<file path="src/design/rtd_pkg.sv">
// ----------------------------------------------------------------------------
// rtd_pkg
// Shared constants, tables, conversion helpers and pipeline word types for the
// clock register snapshot decoder.
// ----------------------------------------------------------------------------
package rtd_pkg;

    // Register byte decoding
    localparam logic [7:0] BcdLowMask      = 8'h0F;
    localparam logic [7:0] HourPmMask      = 8'h80;
    localparam int unsigned StatusBinBit   = 2;
    localparam int unsigned Status24hBit   = 1;
    localparam logic [7:0] HourNoon        = 8'd12;
    localparam logic [7:0] HourMidnight    = 8'd0;

    // Year building
    localparam logic [15:0] CenturyScale   = 16'd100;
    localparam logic [15:0] BaseYear       = 16'd2000;
    localparam logic [15:0] EpochYear      = 16'd1970;

    // Time of day
    localparam int unsigned TodW           = 20;
    localparam logic [TodW-1:0] SecPerHour = 20'd3600;
    localparam logic [TodW-1:0] SecPerMin  = 20'd60;

    // Division by 100 as multiply and shift, exact for years below 43000
    localparam logic [12:0] Div100Recip    = 13'd5243;
    localparam int unsigned Div100Shift    = 19;
    // Division by 7 as multiply and shift, exact for sums below 300000
    localparam logic [17:0] Div7Recip      = 18'd149797;
    localparam int unsigned Div7Shift      = 20;
    localparam logic [15:0] DaysPerWeek    = 16'd7;

    // Day count
    localparam int unsigned DayW           = 25;
    localparam logic [23:0] DaysPerYear    = 24'd365;
    localparam logic [23:0] LeapsTo1969    = 24'd477;
    localparam logic [16:0] SecPerDay      = 17'd86400;
    localparam logic [7:0]  MonthLast      = 8'd13;
    localparam logic [7:0]  MonthMax       = 8'd12;
    localparam logic [7:0]  MonthMar       = 8'd3;
    localparam logic [3:0]  MonthFebDone   = 4'd2;

    // Snapshot of the raw clock registers
    typedef struct packed {
        logic [7:0] sec_raw;
        logic [7:0] min_raw;
        logic [7:0] hour_raw;
        logic [7:0] day_raw;
        logic [7:0] month_raw;
        logic [7:0] year_raw;
        logic [7:0] century_raw;
        logic [7:0] status_b;
    } snapshot_t;

    // Binary calendar fields after decode
    typedef struct packed {
        logic [7:0]      second;
        logic [7:0]      minute;
        logic [7:0]      hour;
        logic [7:0]      day;
        logic [7:0]      month;
        logic [15:0]     cal_year;
        logic [TodW-1:0] tod;
    } date_word_t;

    // Day count and weekday sum ahead of the final multiply
    typedef struct packed {
        date_word_t      date;
        logic [DayW-1:0] days;
        logic [15:0]     wk_sum;
        logic            month_ok;
    } count_word_t;

    // Finished result
    typedef struct packed {
        logic [7:0]  second;
        logic [7:0]  minute;
        logic [7:0]  hour;
        logic [7:0]  day;
        logic [7:0]  month;
        logic [15:0] cal_year;
        logic [2:0]  weekday;
        logic [39:0] epoch_seconds;
    } result_t;

    // Weighted BCD to binary; digits above nine keep their weight
    function automatic logic [7:0] from_bcd(input logic [7:0] v);
        logic [7:0] tens;
        tens = {4'b0000, v[7:4]};
        return (v & BcdLowMask) + (tens << 3) + (tens << 1);
    endfunction

    // Weekday offset of each month, months 1 to 12
    function automatic logic [2:0] sak_offset(input logic [3:0] m);
        logic [2:0] r;
        unique case (m)
            4'd1:    r = 3'd0;
            4'd2:    r = 3'd3;
            4'd3:    r = 3'd2;
            4'd4:    r = 3'd5;
            4'd5:    r = 3'd0;
            4'd6:    r = 3'd3;
            4'd7:    r = 3'd5;
            4'd8:    r = 3'd1;
            4'd9:    r = 3'd4;
            4'd10:   r = 3'd6;
            4'd11:   r = 3'd2;
            4'd12:   r = 3'd4;
            default: r = 3'd0;
        endcase
        return r;
    endfunction

    // Days in the months that come before month 'last' of a common year
    function automatic logic [8:0] month_cum(input logic [3:0] last);
        logic [8:0] r;
        unique case (last)
            4'd2:    r = 9'd31;
            4'd3:    r = 9'd59;
            4'd4:    r = 9'd90;
            4'd5:    r = 9'd120;
            4'd6:    r = 9'd151;
            4'd7:    r = 9'd181;
            4'd8:    r = 9'd212;
            4'd9:    r = 9'd243;
            4'd10:   r = 9'd273;
            4'd11:   r = 9'd304;
            4'd12:   r = 9'd334;
            4'd13:   r = 9'd365;
            default: r = 9'd0;
        endcase
        return r;
    endfunction

endpackage

</file>
<file path="src/design/rtd_snapshot_if.sv">
// ----------------------------------------------------------------------------
// rtd_snapshot_if
// Valid/ready channel that carries one raw clock register snapshot.
// ----------------------------------------------------------------------------
interface rtd_snapshot_if;
    logic       valid;
    logic       ready;
    logic [7:0] sec_raw;
    logic [7:0] min_raw;
    logic [7:0] hour_raw;
    logic [7:0] day_raw;
    logic [7:0] month_raw;
    logic [7:0] year_raw;
    logic [7:0] century_raw;
    logic [7:0] status_b;

    modport source (
        output valid, sec_raw, min_raw, hour_raw, day_raw, month_raw,
               year_raw, century_raw, status_b,
        input  ready
    );

    modport sink (
        input  valid, sec_raw, min_raw, hour_raw, day_raw, month_raw,
               year_raw, century_raw, status_b,
        output ready
    );
endinterface

</file>
<file path="src/design/rtd_time_if.sv">
// ----------------------------------------------------------------------------
// rtd_time_if
// Valid/ready channel that carries one decoded time word.
// ----------------------------------------------------------------------------
interface rtd_time_if;
    logic        valid;
    logic        ready;
    logic [7:0]  second;
    logic [7:0]  minute;
    logic [7:0]  hour;
    logic [7:0]  day;
    logic [7:0]  month;
    logic [15:0] cal_year;
    logic [2:0]  weekday;
    logic [39:0] epoch_seconds;

    modport source (
        output valid, second, minute, hour, day, month, cal_year, weekday,
               epoch_seconds,
        input  ready
    );

    modport sink (
        input  valid, second, minute, hour, day, month, cal_year, weekday,
               epoch_seconds,
        output ready
    );
endinterface

</file>
<file path="src/design/rtc_register_time_decode.sv">
// ----------------------------------------------------------------------------
// rtc_register_time_decode
// Decodes a raw clock register snapshot into binary time, weekday and
// seconds since 1970-01-01.
//
// Channels: snap takes one word per snapshot (seconds, minutes, hours, day,
// month, year, century, status B); decoded gives one word per snapshot with
// binary fields, the four-digit year, the weekday and the epoch seconds.
// Configuration: cfg_we writes cfg_wdata into the century enable bit; write
// it only while no word is in flight.
// Pipeline: an accepted word is loaded into the first of seven register
// stages and moves on through them to decoded; one word per cycle is
// sustained while the receiver does not stall.
// Stall: while the output word waits, every stage holds and snap.ready is
// low; an empty output register or a taken output lets the whole pipeline
// advance, so bubbles ahead of the output are not squeezed out.
// Reset: clears all valid bits and the century enable bit; the pipeline is
// ready in the first cycle after reset.
// ----------------------------------------------------------------------------
module rtc_register_time_decode (
    input  logic                clk,
    input  logic                rst_n,
    input  logic                cfg_we,
    input  logic                cfg_wdata,
    rtd_snapshot_if.sink        snap,
    rtd_time_if.source          decoded
);

    logic                 century_enable_reg;
    logic                 advance;
    rtd_pkg::snapshot_t   snap_word;
    logic                 dec_valid;
    rtd_pkg::date_word_t  dec_word;
    logic                 cnt_valid;
    rtd_pkg::count_word_t cnt_word;
    logic                 res_valid;
    rtd_pkg::result_t     res_word;

    // Hold the century enable bit
    always_ff @(posedge clk or negedge rst_n)
    begin
        if (!rst_n)
        begin
            century_enable_reg <= 1'b0;
        end
        else if (cfg_we)
        begin
            century_enable_reg <= cfg_wdata;
        end
    end

    // Advance the pipeline whenever the output register is free or taken
    assign advance    = ~res_valid | decoded.ready;
    assign snap.ready = advance;

    // Gather the snapshot word
    assign snap_word.sec_raw     = snap.sec_raw;
    assign snap_word.min_raw     = snap.min_raw;
    assign snap_word.hour_raw    = snap.hour_raw;
    assign snap_word.day_raw     = snap.day_raw;
    assign snap_word.month_raw   = snap.month_raw;
    assign snap_word.year_raw    = snap.year_raw;
    assign snap_word.century_raw = snap.century_raw;
    assign snap_word.status_b    = snap.status_b;

    rtd_field_decode u_field_decode (
        .clk            (clk),
        .rst_n          (rst_n),
        .advance        (advance),
        .century_enable (century_enable_reg),
        .in_valid       (snap.valid),
        .in_word        (snap_word),
        .out_valid      (dec_valid),
        .out_word       (dec_word)
    );

    rtd_day_count u_day_count (
        .clk       (clk),
        .rst_n     (rst_n),
        .advance   (advance),
        .in_valid  (dec_valid),
        .in_word   (dec_word),
        .out_valid (cnt_valid),
        .out_word  (cnt_word)
    );

    rtd_epoch_calc u_epoch_calc (
        .clk       (clk),
        .rst_n     (rst_n),
        .advance   (advance),
        .in_valid  (cnt_valid),
        .in_word   (cnt_word),
        .out_valid (res_valid),
        .out_word  (res_word)
    );

    // Drive the result channel from the output register
    assign decoded.valid         = res_valid;
    assign decoded.second        = res_word.second;
    assign decoded.minute        = res_word.minute;
    assign decoded.hour          = res_word.hour;
    assign decoded.day           = res_word.day;
    assign decoded.month         = res_word.month;
    assign decoded.cal_year      = res_word.cal_year;
    assign decoded.weekday       = res_word.weekday;
    assign decoded.epoch_seconds = res_word.epoch_seconds;

`ifndef SYNTHESIS
    // An empty output register never blocks the input
    a_ready_when_empty: assert property (@(posedge clk) disable iff (!rst_n)
        !decoded.valid |-> snap.ready)
        else $error("input blocked while output register empty");

    // The weekday remainder stays below seven
    a_weekday_range: assert property (@(posedge clk) disable iff (!rst_n)
        decoded.valid |-> (decoded.weekday != 3'd7))
        else $error("weekday out of range");

    // A month outside 1 to 12 gives weekday zero
    a_bad_month_weekday: assert property (@(posedge clk) disable iff (!rst_n)
        (decoded.valid && ((decoded.month == 8'd0) || (decoded.month > 8'd12)))
        |-> (decoded.weekday == 3'd0))
        else $error("invalid month gave nonzero weekday");

    // The full year is at least one century
    a_year_floor: assert property (@(posedge clk) disable iff (!rst_n)
        decoded.valid |-> (decoded.cal_year >= 16'd100))
        else $error("full year below one century");
`endif

endmodule

</file>
<file path="src/design/rtd_field_decode.sv">
// ----------------------------------------------------------------------------
// rtd_field_decode
// Stages 1 and 2: strip the PM flag, convert BCD, map 12-hour time, then
// build the full year and the seconds into the day.
// ----------------------------------------------------------------------------
module rtd_field_decode (
    input  logic                clk,
    input  logic                rst_n,
    input  logic                advance,
    input  logic                century_enable,
    input  logic                in_valid,
    input  rtd_pkg::snapshot_t  in_word,
    output logic                out_valid,
    output rtd_pkg::date_word_t out_word
);

    typedef struct packed {
        logic [7:0] second;
        logic [7:0] minute;
        logic [7:0] hour;
        logic [7:0] day;
        logic [7:0] month;
        logic [7:0] year;
        logic [7:0] century;
        logic       use_century;
    } field_word_t;

    logic                is_bcd;
    logic                is_24h;
    logic                is_pm;
    logic [7:0]          hour_strip;
    logic [7:0]          hour_bin;
    field_word_t         s1_next;
    field_word_t         s1_reg;
    logic                s1_valid_reg;
    rtd_pkg::date_word_t s2_next;
    rtd_pkg::date_word_t s2_reg;
    logic                s2_valid_reg;

    // Decode the snapshot bytes
    always_comb
    begin
        is_bcd     = ~in_word.status_b[rtd_pkg::StatusBinBit];
        is_24h     = in_word.status_b[rtd_pkg::Status24hBit];
        is_pm      = ~is_24h && ((in_word.hour_raw & rtd_pkg::HourPmMask) != 8'd0);
        hour_strip = is_pm ? (in_word.hour_raw & ~rtd_pkg::HourPmMask) : in_word.hour_raw;
        hour_bin   = is_bcd ? rtd_pkg::from_bcd(hour_strip) : hour_strip;

        s1_next.second  = is_bcd ? rtd_pkg::from_bcd(in_word.sec_raw)     : in_word.sec_raw;
        s1_next.minute  = is_bcd ? rtd_pkg::from_bcd(in_word.min_raw)     : in_word.min_raw;
        s1_next.day     = is_bcd ? rtd_pkg::from_bcd(in_word.day_raw)     : in_word.day_raw;
        s1_next.month   = is_bcd ? rtd_pkg::from_bcd(in_word.month_raw)   : in_word.month_raw;
        s1_next.year    = is_bcd ? rtd_pkg::from_bcd(in_word.year_raw)    : in_word.year_raw;
        s1_next.century = is_bcd ? rtd_pkg::from_bcd(in_word.century_raw) : in_word.century_raw;
        s1_next.use_century = century_enable && (s1_next.century != 8'd0);

        // Map 12-hour form: midnight hour reads 12, afternoon hours add 12
        s1_next.hour = hour_bin;
        if (!is_24h)
        begin
            if (hour_bin == rtd_pkg::HourNoon)
            begin
                s1_next.hour = is_pm ? rtd_pkg::HourNoon : rtd_pkg::HourMidnight;
            end
            else if (is_pm)
            begin
                s1_next.hour = hour_bin + rtd_pkg::HourNoon;
            end
        end
    end

    // Build the full year and the seconds into the day
    always_comb
    begin
        s2_next.second = s1_reg.second;
        s2_next.minute = s1_reg.minute;
        s2_next.hour   = s1_reg.hour;
        s2_next.day    = s1_reg.day;
        s2_next.month  = s1_reg.month;
        if (s1_reg.use_century)
        begin
            s2_next.cal_year = {8'd0, s1_reg.century} * rtd_pkg::CenturyScale
                             + {8'd0, s1_reg.year};
        end
        else
        begin
            s2_next.cal_year = rtd_pkg::BaseYear + {8'd0, s1_reg.year};
        end
        s2_next.tod = rtd_pkg::TodW'(s1_reg.hour) * rtd_pkg::SecPerHour
                    + rtd_pkg::TodW'(s1_reg.minute) * rtd_pkg::SecPerMin
                    + rtd_pkg::TodW'(s1_reg.second);
    end

    // Advance the valid bits
    always_ff @(posedge clk or negedge rst_n)
    begin
        if (!rst_n)
        begin
            s1_valid_reg <= 1'b0;
            s2_valid_reg <= 1'b0;
        end
        else if (advance)
        begin
            s1_valid_reg <= in_valid;
            s2_valid_reg <= s1_valid_reg;
        end
    end

    // Advance the payload
    always_ff @(posedge clk)
    begin
        if (advance)
        begin
            s1_reg <= s1_next;
            s2_reg <= s2_next;
        end
    end

    assign out_valid = s2_valid_reg;
    assign out_word  = s2_reg;

endmodule

</file>
<file path="src/design/rtd_day_count.sv">
// ----------------------------------------------------------------------------
// rtd_day_count
// Stages 3 to 5: divide the year by 100, count leap years, then sum the days
// since the epoch and the weekday term.
// ----------------------------------------------------------------------------
module rtd_day_count (
    input  logic                 clk,
    input  logic                 rst_n,
    input  logic                 advance,
    input  logic                 in_valid,
    input  rtd_pkg::date_word_t  in_word,
    output logic                 out_valid,
    output rtd_pkg::count_word_t out_word
);

    typedef struct packed {
        rtd_pkg::date_word_t date;
        logic [15:0]         year_m1;
        logic [8:0]          cent_y;
        logic [8:0]          cent_m1;
    } div_word_t;

    typedef struct packed {
        rtd_pkg::date_word_t date;
        logic                leap;
        logic                after_epoch;
        logic [14:0]         year_off;
        logic [12:0]         leaps_m1;
        logic [15:0]         wk_year;
        logic [12:0]         wk_leaps;
    } leap_word_t;

    logic [28:0]          prod_y;
    logic [28:0]          prod_m1;
    div_word_t            s3_next;
    div_word_t            s3_reg;
    logic                 s3_valid_reg;
    logic [12:0]          leaps_y;
    logic                 early_month;
    leap_word_t           s4_next;
    leap_word_t           s4_reg;
    logic                 s4_valid_reg;
    logic [23:0]          year_days;
    logic [3:0]           month_last;
    logic                 leap_day;
    rtd_pkg::count_word_t s5_next;
    rtd_pkg::count_word_t s5_reg;
    logic                 s5_valid_reg;

    // Divide the year and the year before by 100
    always_comb
    begin
        s3_next.date    = in_word;
        s3_next.year_m1 = in_word.cal_year - 16'd1;
        prod_y  = 29'(in_word.cal_year) * 29'(rtd_pkg::Div100Recip);
        prod_m1 = 29'(s3_next.year_m1) * 29'(rtd_pkg::Div100Recip);
        s3_next.cent_y  = 9'(prod_y >> rtd_pkg::Div100Shift);
        s3_next.cent_m1 = 9'(prod_m1 >> rtd_pkg::Div100Shift);
    end

    // Count leap years up to each year: n/4 - n/100 + n/400
    always_comb
    begin
        leaps_y = 13'({2'b00, s3_reg.date.cal_year[15:2]} - {7'd0, s3_reg.cent_y}
                      + {9'd0, s3_reg.cent_y[8:2]});
        s4_next.leaps_m1 = 13'({2'b00, s3_reg.year_m1[15:2]} - {7'd0, s3_reg.cent_m1}
                               + {9'd0, s3_reg.cent_m1[8:2]});
        s4_next.date        = s3_reg.date;
        s4_next.leap        = leaps_y != s4_next.leaps_m1;
        s4_next.after_epoch = s3_reg.date.cal_year > rtd_pkg::EpochYear;
        s4_next.year_off    = 15'(s3_reg.date.cal_year - rtd_pkg::EpochYear);
        // January and February count in the previous year
        early_month      = s3_reg.date.month < rtd_pkg::MonthMar;
        s4_next.wk_year  = early_month ? s3_reg.year_m1 : s3_reg.date.cal_year;
        s4_next.wk_leaps = early_month ? s4_next.leaps_m1 : leaps_y;
    end

    // Sum the days since the epoch and the weekday term
    always_comb
    begin
        if (s4_reg.after_epoch)
        begin
            year_days = 24'(s4_reg.year_off) * rtd_pkg::DaysPerYear
                      + 24'(s4_reg.leaps_m1) - rtd_pkg::LeapsTo1969;
        end
        else
        begin
            year_days = 24'd0;
        end
        month_last = (s4_reg.date.month > rtd_pkg::MonthLast)
                   ? rtd_pkg::MonthLast[3:0] : s4_reg.date.month[3:0];
        leap_day   = s4_reg.leap && (month_last > rtd_pkg::MonthFebDone);

        s5_next.date = s4_reg.date;
        // A day of zero before the epoch wraps below zero
        s5_next.days = rtd_pkg::DayW'(year_days)
                     + rtd_pkg::DayW'(rtd_pkg::month_cum(month_last))
                     + rtd_pkg::DayW'(leap_day)
                     + rtd_pkg::DayW'(s4_reg.date.day)
                     - rtd_pkg::DayW'(1);
        s5_next.month_ok = (s4_reg.date.month != 8'd0)
                        && (s4_reg.date.month <= rtd_pkg::MonthMax);
        s5_next.wk_sum = s4_reg.wk_year
                       + 16'(s4_reg.wk_leaps)
                       + 16'(rtd_pkg::sak_offset(s4_reg.date.month[3:0]))
                       + 16'(s4_reg.date.day);
    end

    // Advance the valid bits
    always_ff @(posedge clk or negedge rst_n)
    begin
        if (!rst_n)
        begin
            s3_valid_reg <= 1'b0;
            s4_valid_reg <= 1'b0;
            s5_valid_reg <= 1'b0;
        end
        else if (advance)
        begin
            s3_valid_reg <= in_valid;
            s4_valid_reg <= s3_valid_reg;
            s5_valid_reg <= s4_valid_reg;
        end
    end

    // Advance the payload
    always_ff @(posedge clk)
    begin
        if (advance)
        begin
            s3_reg <= s3_next;
            s4_reg <= s4_next;
            s5_reg <= s5_next;
        end
    end

    assign out_valid = s5_valid_reg;
    assign out_word  = s5_reg;

endmodule

</file>
<file path="src/design/rtd_epoch_calc.sv">
// ----------------------------------------------------------------------------
// rtd_epoch_calc
// Stages 6 and 7: scale the day count to seconds and take the weekday
// quotient, then add the time of day and finish the weekday remainder.
// ----------------------------------------------------------------------------
module rtd_epoch_calc (
    input  logic                 clk,
    input  logic                 rst_n,
    input  logic                 advance,
    input  logic                 in_valid,
    input  rtd_pkg::count_word_t in_word,
    output logic                 out_valid,
    output rtd_pkg::result_t     out_word
);

    typedef struct packed {
        rtd_pkg::date_word_t date;
        logic [39:0]         day_secs;
        logic [15:0]         wk_sum;
        logic [12:0]         wk_quot;
        logic                month_ok;
    } scale_word_t;

    logic signed [42:0] day_prod;
    logic [33:0]        wk_prod;
    scale_word_t        s6_next;
    scale_word_t        s6_reg;
    logic               s6_valid_reg;
    logic [15:0]        wk_rem;
    rtd_pkg::result_t   s7_next;
    rtd_pkg::result_t   s7_reg;
    logic               s7_valid_reg;

    // Scale days to seconds, divide the weekday sum by 7
    always_comb
    begin
        day_prod = 43'($signed(in_word.days)) * 43'($signed({1'b0, rtd_pkg::SecPerDay}));
        wk_prod  = 34'(in_word.wk_sum) * 34'(rtd_pkg::Div7Recip);
        s6_next.date     = in_word.date;
        s6_next.day_secs = day_prod[39:0];
        s6_next.wk_sum   = in_word.wk_sum;
        s6_next.wk_quot  = 13'(wk_prod >> rtd_pkg::Div7Shift);
        s6_next.month_ok = in_word.month_ok;
    end

    // Add the time of day, take the weekday remainder
    always_comb
    begin
        wk_rem = s6_reg.wk_sum - 16'(s6_reg.wk_quot) * rtd_pkg::DaysPerWeek;
        s7_next.second        = s6_reg.date.second;
        s7_next.minute        = s6_reg.date.minute;
        s7_next.hour          = s6_reg.date.hour;
        s7_next.day           = s6_reg.date.day;
        s7_next.month         = s6_reg.date.month;
        s7_next.cal_year      = s6_reg.date.cal_year;
        s7_next.weekday       = s6_reg.month_ok ? wk_rem[2:0] : 3'd0;
        s7_next.epoch_seconds = s6_reg.day_secs + 40'(s6_reg.date.tod);
    end

    // Advance the valid bits
    always_ff @(posedge clk or negedge rst_n)
    begin
        if (!rst_n)
        begin
            s6_valid_reg <= 1'b0;
            s7_valid_reg <= 1'b0;
        end
        else if (advance)
        begin
            s6_valid_reg <= in_valid;
            s7_valid_reg <= s6_valid_reg;
        end
    end

    // Advance the payload
    always_ff @(posedge clk)
    begin
        if (advance)
        begin
            s6_reg <= s6_next;
            s7_reg <= s7_next;
        end
    end

    assign out_valid = s7_valid_reg;
    assign out_word  = s7_reg;

endmodule

</file>
<file path="src/flat_wrapper.sv">
// flat-port wrapper written by rule: the top's interface ports become plain ports
module rtc_register_time_decode_flat 
  (clk, rst_n, cfg_we, cfg_wdata, snap_valid, snap_sec_raw, snap_min_raw, snap_hour_raw, snap_day_raw, snap_month_raw, snap_year_raw, snap_century_raw, snap_status_b, snap_ready, decoded_valid, decoded_second, decoded_minute, decoded_hour, decoded_day, decoded_month, decoded_cal_year, decoded_weekday, decoded_epoch_seconds, decoded_ready);
  rtd_snapshot_if snap_i ();
  rtd_time_if decoded_i ();
  input  logic clk;
  input  logic rst_n;
  input  logic cfg_we;
  input  logic cfg_wdata;
  input wire logic [$bits(snap_i.valid)-1:0] snap_valid;
  input wire logic [$bits(snap_i.sec_raw)-1:0] snap_sec_raw;
  input wire logic [$bits(snap_i.min_raw)-1:0] snap_min_raw;
  input wire logic [$bits(snap_i.hour_raw)-1:0] snap_hour_raw;
  input wire logic [$bits(snap_i.day_raw)-1:0] snap_day_raw;
  input wire logic [$bits(snap_i.month_raw)-1:0] snap_month_raw;
  input wire logic [$bits(snap_i.year_raw)-1:0] snap_year_raw;
  input wire logic [$bits(snap_i.century_raw)-1:0] snap_century_raw;
  input wire logic [$bits(snap_i.status_b)-1:0] snap_status_b;
  output wire logic [$bits(snap_i.ready)-1:0] snap_ready;
  output wire logic [$bits(decoded_i.valid)-1:0] decoded_valid;
  output wire logic [$bits(decoded_i.second)-1:0] decoded_second;
  output wire logic [$bits(decoded_i.minute)-1:0] decoded_minute;
  output wire logic [$bits(decoded_i.hour)-1:0] decoded_hour;
  output wire logic [$bits(decoded_i.day)-1:0] decoded_day;
  output wire logic [$bits(decoded_i.month)-1:0] decoded_month;
  output wire logic [$bits(decoded_i.cal_year)-1:0] decoded_cal_year;
  output wire logic [$bits(decoded_i.weekday)-1:0] decoded_weekday;
  output wire logic [$bits(decoded_i.epoch_seconds)-1:0] decoded_epoch_seconds;
  input wire logic [$bits(decoded_i.ready)-1:0] decoded_ready;
  assign snap_i.valid = snap_valid;
  assign snap_i.sec_raw = snap_sec_raw;
  assign snap_i.min_raw = snap_min_raw;
  assign snap_i.hour_raw = snap_hour_raw;
  assign snap_i.day_raw = snap_day_raw;
  assign snap_i.month_raw = snap_month_raw;
  assign snap_i.year_raw = snap_year_raw;
  assign snap_i.century_raw = snap_century_raw;
  assign snap_i.status_b = snap_status_b;
  assign snap_ready = snap_i.ready;
  assign decoded_valid = decoded_i.valid;
  assign decoded_second = decoded_i.second;
  assign decoded_minute = decoded_i.minute;
  assign decoded_hour = decoded_i.hour;
  assign decoded_day = decoded_i.day;
  assign decoded_month = decoded_i.month;
  assign decoded_cal_year = decoded_i.cal_year;
  assign decoded_weekday = decoded_i.weekday;
  assign decoded_epoch_seconds = decoded_i.epoch_seconds;
  assign decoded_i.ready = decoded_ready;
  rtc_register_time_decode u_core (.clk(clk), .rst_n(rst_n), .cfg_we(cfg_we), .cfg_wdata(cfg_wdata), .snap(snap_i), .decoded(decoded_i));
endmodule
</file>
<file path="config.mk">
export PLATFORM = sky130hd
export DESIGN_NAME = rtc_register_time_decode_flat
export DESIGN_NICKNAME = d
export VERILOG_FILES = /design/src/design/rtd_pkg.sv /design/src/design/rtd_snapshot_if.sv /design/src/design/rtd_time_if.sv /design/src/design/rtc_register_time_decode.sv /design/src/design/rtd_field_decode.sv /design/src/design/rtd_day_count.sv /design/src/design/rtd_epoch_calc.sv /design/src/flat_wrapper.sv
export SDC_FILE = /design/constraint.sdc
export NUM_CORES = 2
export LEC_CHECK = 0
export ABC_CLOCK_PERIOD_IN_PS = 37300
export BUFFER_PORTS_ARGS = -buffer_cell sky130_fd_sc_hd__buf_2
export CAP_MARGIN = 20
export CELL_PAD_IN_SITES_DETAIL_PLACEMENT = 2
export CELL_PAD_IN_SITES_GLOBAL_PLACEMENT = 2
export CORE_MARGIN = 4
export CORE_UTILIZATION = 44
export CTS_CLUSTER_DIAMETER = 60
export DETAILED_ROUTE_END_ITERATION = 8
export PLACE_DENSITY = 0.83
export REMOVE_ABC_BUFFERS = 1
export SYNTH_ARGS = -nofsm -noshare
export SYNTH_HDL_FRONTEND = slang
export SYNTH_HIERARCHICAL = 1
export SYNTH_SLANG_ARGS = --single-unit
</file>
<file path="constraint.sdc">
create_clock -name clk -period 37.3 [get_ports clk]
set_clock_uncertainty 0.05 [all_clocks]
set_input_delay 3.73 -clock clk [delete_from_list [all_inputs] [get_ports clk]]
set_output_delay 3.73 -clock clk [all_outputs]
set_load 0.05 [all_outputs]
</file>
Word-level counts from Yosys, hierarchy flattened
Memories as Yosys holds them, arrays and structs flattened. A register that Yosys moved wholly into a read port is not among the register bits.
Cells that the tools add are included.
- add/sub/neg operators: 36
- $mul: 9
- divide/modulo/power cells: 0
- order comparisons: 5
- equal/unequal tests: 2
- shift operators: 0
- mux-type cells: 18
- bitwise gates (word level): 3
- reductions and logical operators: 6
- operators with widths (cell ; number):
    $mux 8 ; 11
    $add 4x7->8 ; 7
    $add 8x5->8 ; 7
    $mul 16x13->28 const B ; 2
    $add 40x20->40 ; 1
    $mul 16x18->33 const B ; 1
    $mul 25x11->33 const B ; 1
    $mux 16 ; 2
    $add 13x8->13 ; 2
    $sub 13x9->13 ; 2
    $add 24x9->25 ; 1
    $add 25x1->25 ; 1
    $add 25x8->25 ; 1
    $sub 25x1->25 const B ; 1
    $add 24x13->24 ; 1
    $mul 15x9->24 const B ; 1
    $mux 24 ; 1
    $sub 24x9->24 const B ; 1
    $add 20x14->20 ; 1
    $add 20x8->20 ; 1
    $add 15x8->16 ; 1
    $add 16x13->16 ; 1
    $add 16x3->16 ; 1
    $add 16x8->16 ; 1
    other kinds (22) ; 29
- register bits after elaboration: 729
- bits in latches: 0
- RAM bits: 0
- bits in read-only memories: 192
- bits of input ports: 70
- output and inout bits: 101
- logic and storage cells: 156
- memories kept: 2
- memories (name ; depth ; bits a word ; rd ports ; clocked after memory_dff ; write ports ; line ; text):
    (no name shown) ; 16 ; 9 ; 1 ; 0 ; 0 ; rtd_pkg.sv:118 ; unique case (last)
    (no name shown) ; 16 ; 3 ; 1 ; 1 ; 0 ; rtd_pkg.sv:97 ; unique case (m)

Logic depth before layout (Yosys ltp)
- depth after elaboration: 10
- gate-level depth with buffers: 29
- gate-level depth less buffers: 29

Hierarchy
Netlist, hierarchy kept.
- modules (own cells, without submodules) (module ; instances ; cells an instance ; area each (um^2) ; seq. area each (um^2)):
    rtd_day_count ; 1 ; 2260 ; 27777.9 ; 11005.6
    rtd_epoch_calc ; 1 ; 1126 ; 14390.1 ; 6506.2
    rtd_field_decode ; 1 ; 809 ; 9914.5 ; 3983.8
    rtc_register_time_decode ; 1 ; 3 ; 46.3 ; 25.0

Worst setup path after synthesis
OpenSTA, ideal clock, no wires.
- path type: in2out
- start: input port decoded_ready
- end: output port snap_ready
- arrival: 21.034 ns
- required time: 33.520 ns
- slack: 12.486 ns
- cell stages on the path: 1
- buffers on the path: 0
- cell sequence: nand2b_1
- cells in the longest elaborated chain, start to end: 1
- RTL lines (element ; line ; text):
    from (decl) ; flat_wrapper.sv:29 ; input wire logic [$bits(decoded_i.ready)-1:0] decoded_ready;
    $or 1x1->1 ; rtc_register_time_decode.sv:53 ; assign advance = ~res_valid | decoded.ready;
    to (decl) ; flat_wrapper.sv:19 ; output wire logic [$bits(snap_i.ready)-1:0] snap_ready;
Every way passes these cells.

==> impl_metrics.env <==
export IMPL_clock_fmax_mhz=114
export IMPL_viasPerCell=5.64
export IMPL_gp_congestion=0.821
export IMPL_fillers=11400
export IMPL_syn_area_per_cell_sq_um=12.4
export IMPL_dr_total_vias=34200
export IMPL_grt_overflow=0
export IMPL_initial_core_util=0.443
export IMPL_reg2reg_setup_slack_ns=28.50
export IMPL_ctsHoldBuffers=0
export IMPL_syn_area_sq_um=52100
export IMPL_crit_path_top_delay_cell="xnor2_1"
export IMPL_cp_arrival_ns=9.20
export IMPL_required_ns=37.69
export IMPL_max_clock_path_buffers=3
export IMPL_instances_no_fill=6062
export IMPL_grt_usage=0.274
export IMPL_fp_coreArea_sq_um=118000
export IMPL_status="finished clean"
export IMPL_finalMaxSlewViolations=0
export IMPL_timing_rr_start="u_core/u_field_decode/out_word[21]"
export IMPL_start_kind="flip-flop"
export IMPL_r2r_end="u_core/u_day_count/s3_reg[7]"
export IMPL_crit_type="reg2reg"
export IMPL_die_h_um=352
export IMPL_cap_violations=0
export IMPL_largest_reg_flops=134
export IMPL_syn2layout_area_growth_pct=11.3
export IMPL_grt_pass1_wl_mm=259
export IMPL_clkTransAtPathRegs_ns=0.06
export IMPL_yosysTopAreaCell="edfxtp_1"
export IMPL_cts_max_level=3
export IMPL_dpl_hpwl_mm=124
export IMPL_async_reset_ff_frac=0.0111
export IMPL_drt_iter0_markers=2058
export IMPL_cp_slowest_stage_delay_ns=0.96
export IMPL_synth_top_flop_cell="edfxtp_1"
export IMPL_endpoint_kind="flip-flop"
export IMPL_fin_nets=5710
export IMPL_clk_latency_ns=0.72
export IMPL_min_from="u_core/u_day_count/out_word[90]"
export IMPL_finalSetupViolations=0
export IMPL_cp_top_family="adder cells"
export IMPL_rsz0062_at_grt="no"
export IMPL_cts_setup_buffers=0
export IMPL_yosysTopAreaCellShare=0.408
export IMPL_crit_fanout=8
export IMPL_cts_resized=0
export IMPL_holdWs_ns=0.320
export IMPL_crit_buf_inv=5
export IMPL_drt_wl_total_mm=170
export IMPL_synth_seq_cells=719
export IMPL_io_pins=171
export IMPL_period_share=0.236
export IMPL_placed_cells=5890
export IMPL_drc=0
export IMPL_cpMostUsedCell="inv_1"
export IMPL_crit_chain="inv_1, ha_1, a21boi_1, nand3_1, xnor2_1, inv_1, fa_1, inv_1, ha_1, inv_1, fa_1, inv_1, fa_1, fa_1, ha_1, a21oi_1, nand2_1, a211o_1, o21ai_1, a21oi_1, o221a_2, a41oi_1, a21boi_1, xor2_1"
export IMPL_rows=126
export IMPL_ant_nets=0
export IMPL_grt_pass1_vias=40600
export IMPL_critical_path_depth=24
export IMPL_reg2reg_depth=24
export IMPL_dr_pass1_iters=5
export IMPL_cts_root_buf="clkbuf_16"
export IMPL_netlist_instances=4198
export IMPL_yosys_warnings=6
export IMPL_grt_max_degree=85
export IMPL_finalHoldViolCount=0
export IMPL_whs_endpoint="u_core/u_epoch_calc/s6_reg[118]"
export IMPL_tns_ns=0
export IMPL_min_path_cells=0
export IMPL_synth_enable_flop_cells=708
export IMPL_layout_drive_gt1_share=0.0932
export IMPL_synth_common_cells="inv_1, ha_1, edfxtp_1, fa_1, xnor2_1"
export IMPL_synth_cell_types=97
export IMPL_antenna_found_initial=13
export IMPL_clkSinkCount=719
export IMPL_portBuffers=164
export IMPL_worstMarginPinSlew_ns=1.20
export IMPL_place_area_sq_um=54900
export IMPL_cts_buffers=91
export IMPL_synthTopCellsByArea="edfxtp_1, ha_1, fa_1"
export IMPL_wl_per_cell_um=28.0
export IMPL_yosysMostFrequentCell="inv_1"
export IMPL_slew_headroom=0.196
export IMPL_cts_tree="done"
export IMPL_fin_crit_ns=8.80
export IMPL_seq_area_frac_synth=0.413
export IMPL_die_w_um=352
export IMPL_design_die_area_sq_um=124000
export IMPL_worst_hold_path_type="reg2reg"
export IMPL_fin_area_sq_um=58000
## final cells by class
type                    count  area (sq um)  share of cell area
multi-input cells        2602         27300               0.470
diodes                      7          17.5            0.000302
flip-flops and latches    719         21500               0.371
clock buffers             109          2370              0.0408
inverters                 844          3170              0.0546
well taps                1536          1920              0.0331
clock inverters            54           682              0.0117
repair buffers            191          1060              0.0183
## cell usage in the layout (no fill, tap or decap), drive strengths merged, types with 13 or more instances in the layout
cell type	synthesis	routed
a21o	60	60
nor3	36	36
and3	26	26
buf	9	191
or3	17	17
a21oi	161	161
nor2b	30	30
nor4	13	13
fa	403	403
inv	843	855
mux2i	17	17
edfxtp	708	708
o21bai	20	20
nand2	138	138
mux2	45	45
clkinv	1	27
a211oi	25	25
nand3	48	48
nand2b	23	23
and2	17	17
o21ai	121	121
xor2	87	87
xnor2	189	189
nand4	23	23
clkbuf	24	109
o21a	27	27
ha	788	788
a31oi	17	17
nor2	124	124
o211ai	18	18
## routing by layer
layer | track usage | wire [um] | up-vias
li1 | - | - | 14900
met1 | 0.303 | 63100 | 17900
met2 | 0.514 | 90100 | 948
met3 | 0.0404 | 6760 | 483
met4 | 0.132 | 9570 | 12
met5 | 0 | 75 | -
## per-stage QoR
stage                     worst slack [ns]   util
final                                28.50  0.493
after global routing                 28.37  0.493
after CTS                            28.54  0.492
after detailed placement             28.62  0.466
after global placement               28.63  0.466
after floorplan                      11.69      -
## worst max path at each step
stage,slack (ns),endpoint,startpoint
global route,28.37,u_core/u_day_count/s3_reg[7],u_core/u_field_decode/out_word[21]
floorplan,11.69,flip-flop,decoded_ready
global placement,28.63,snap_ready,decoded_ready
finish,28.50,u_core/u_day_count/s3_reg[7],u_core/u_field_decode/out_word[21]
detailed placement,28.62,snap_ready,decoded_ready
CTS,28.54,snap_ready,decoded_ready
## worst reg2reg max path, delay by kind of cell, from the launching register on
family                   cells  cell delay, ns
AO/OA/AOI/OAI                8            2.50
XOR/XNOR                     2            1.15
adder cells (fa/ha/maj)      7            2.93
buffers and inverters        5            0.92
flip-flops                   1            0.69
AND/OR/NAND/NOR              2            0.33
## logic make-up (layout without fill, tap and decap cells)
| kind of cell | count (synthesis) | count (layout) | share of synthesized area |
|---|---|---|---|
| other | 0 | 7 | 0 |
| AO/OA/AOI/OAI | 540 | 540 | 0.0691 |
| AND/OR/NAND/NOR | 533 | 533 | 0.0511 |
| buffers and inverters | 877 | 1198 | 0.0635 |
| flip-flops | 719 | 719 | 0.413 |
| adder cells (fa/ha/maj) | 1191 | 1191 | 0.344 |
| multiplexers | 62 | 62 | 0.0131 |
| XOR/XNOR | 276 | 276 | 0.0464 |
Power is not shown: default switching activity piles up to over one toggle a cycle in this logic, so the estimate is an artifact.
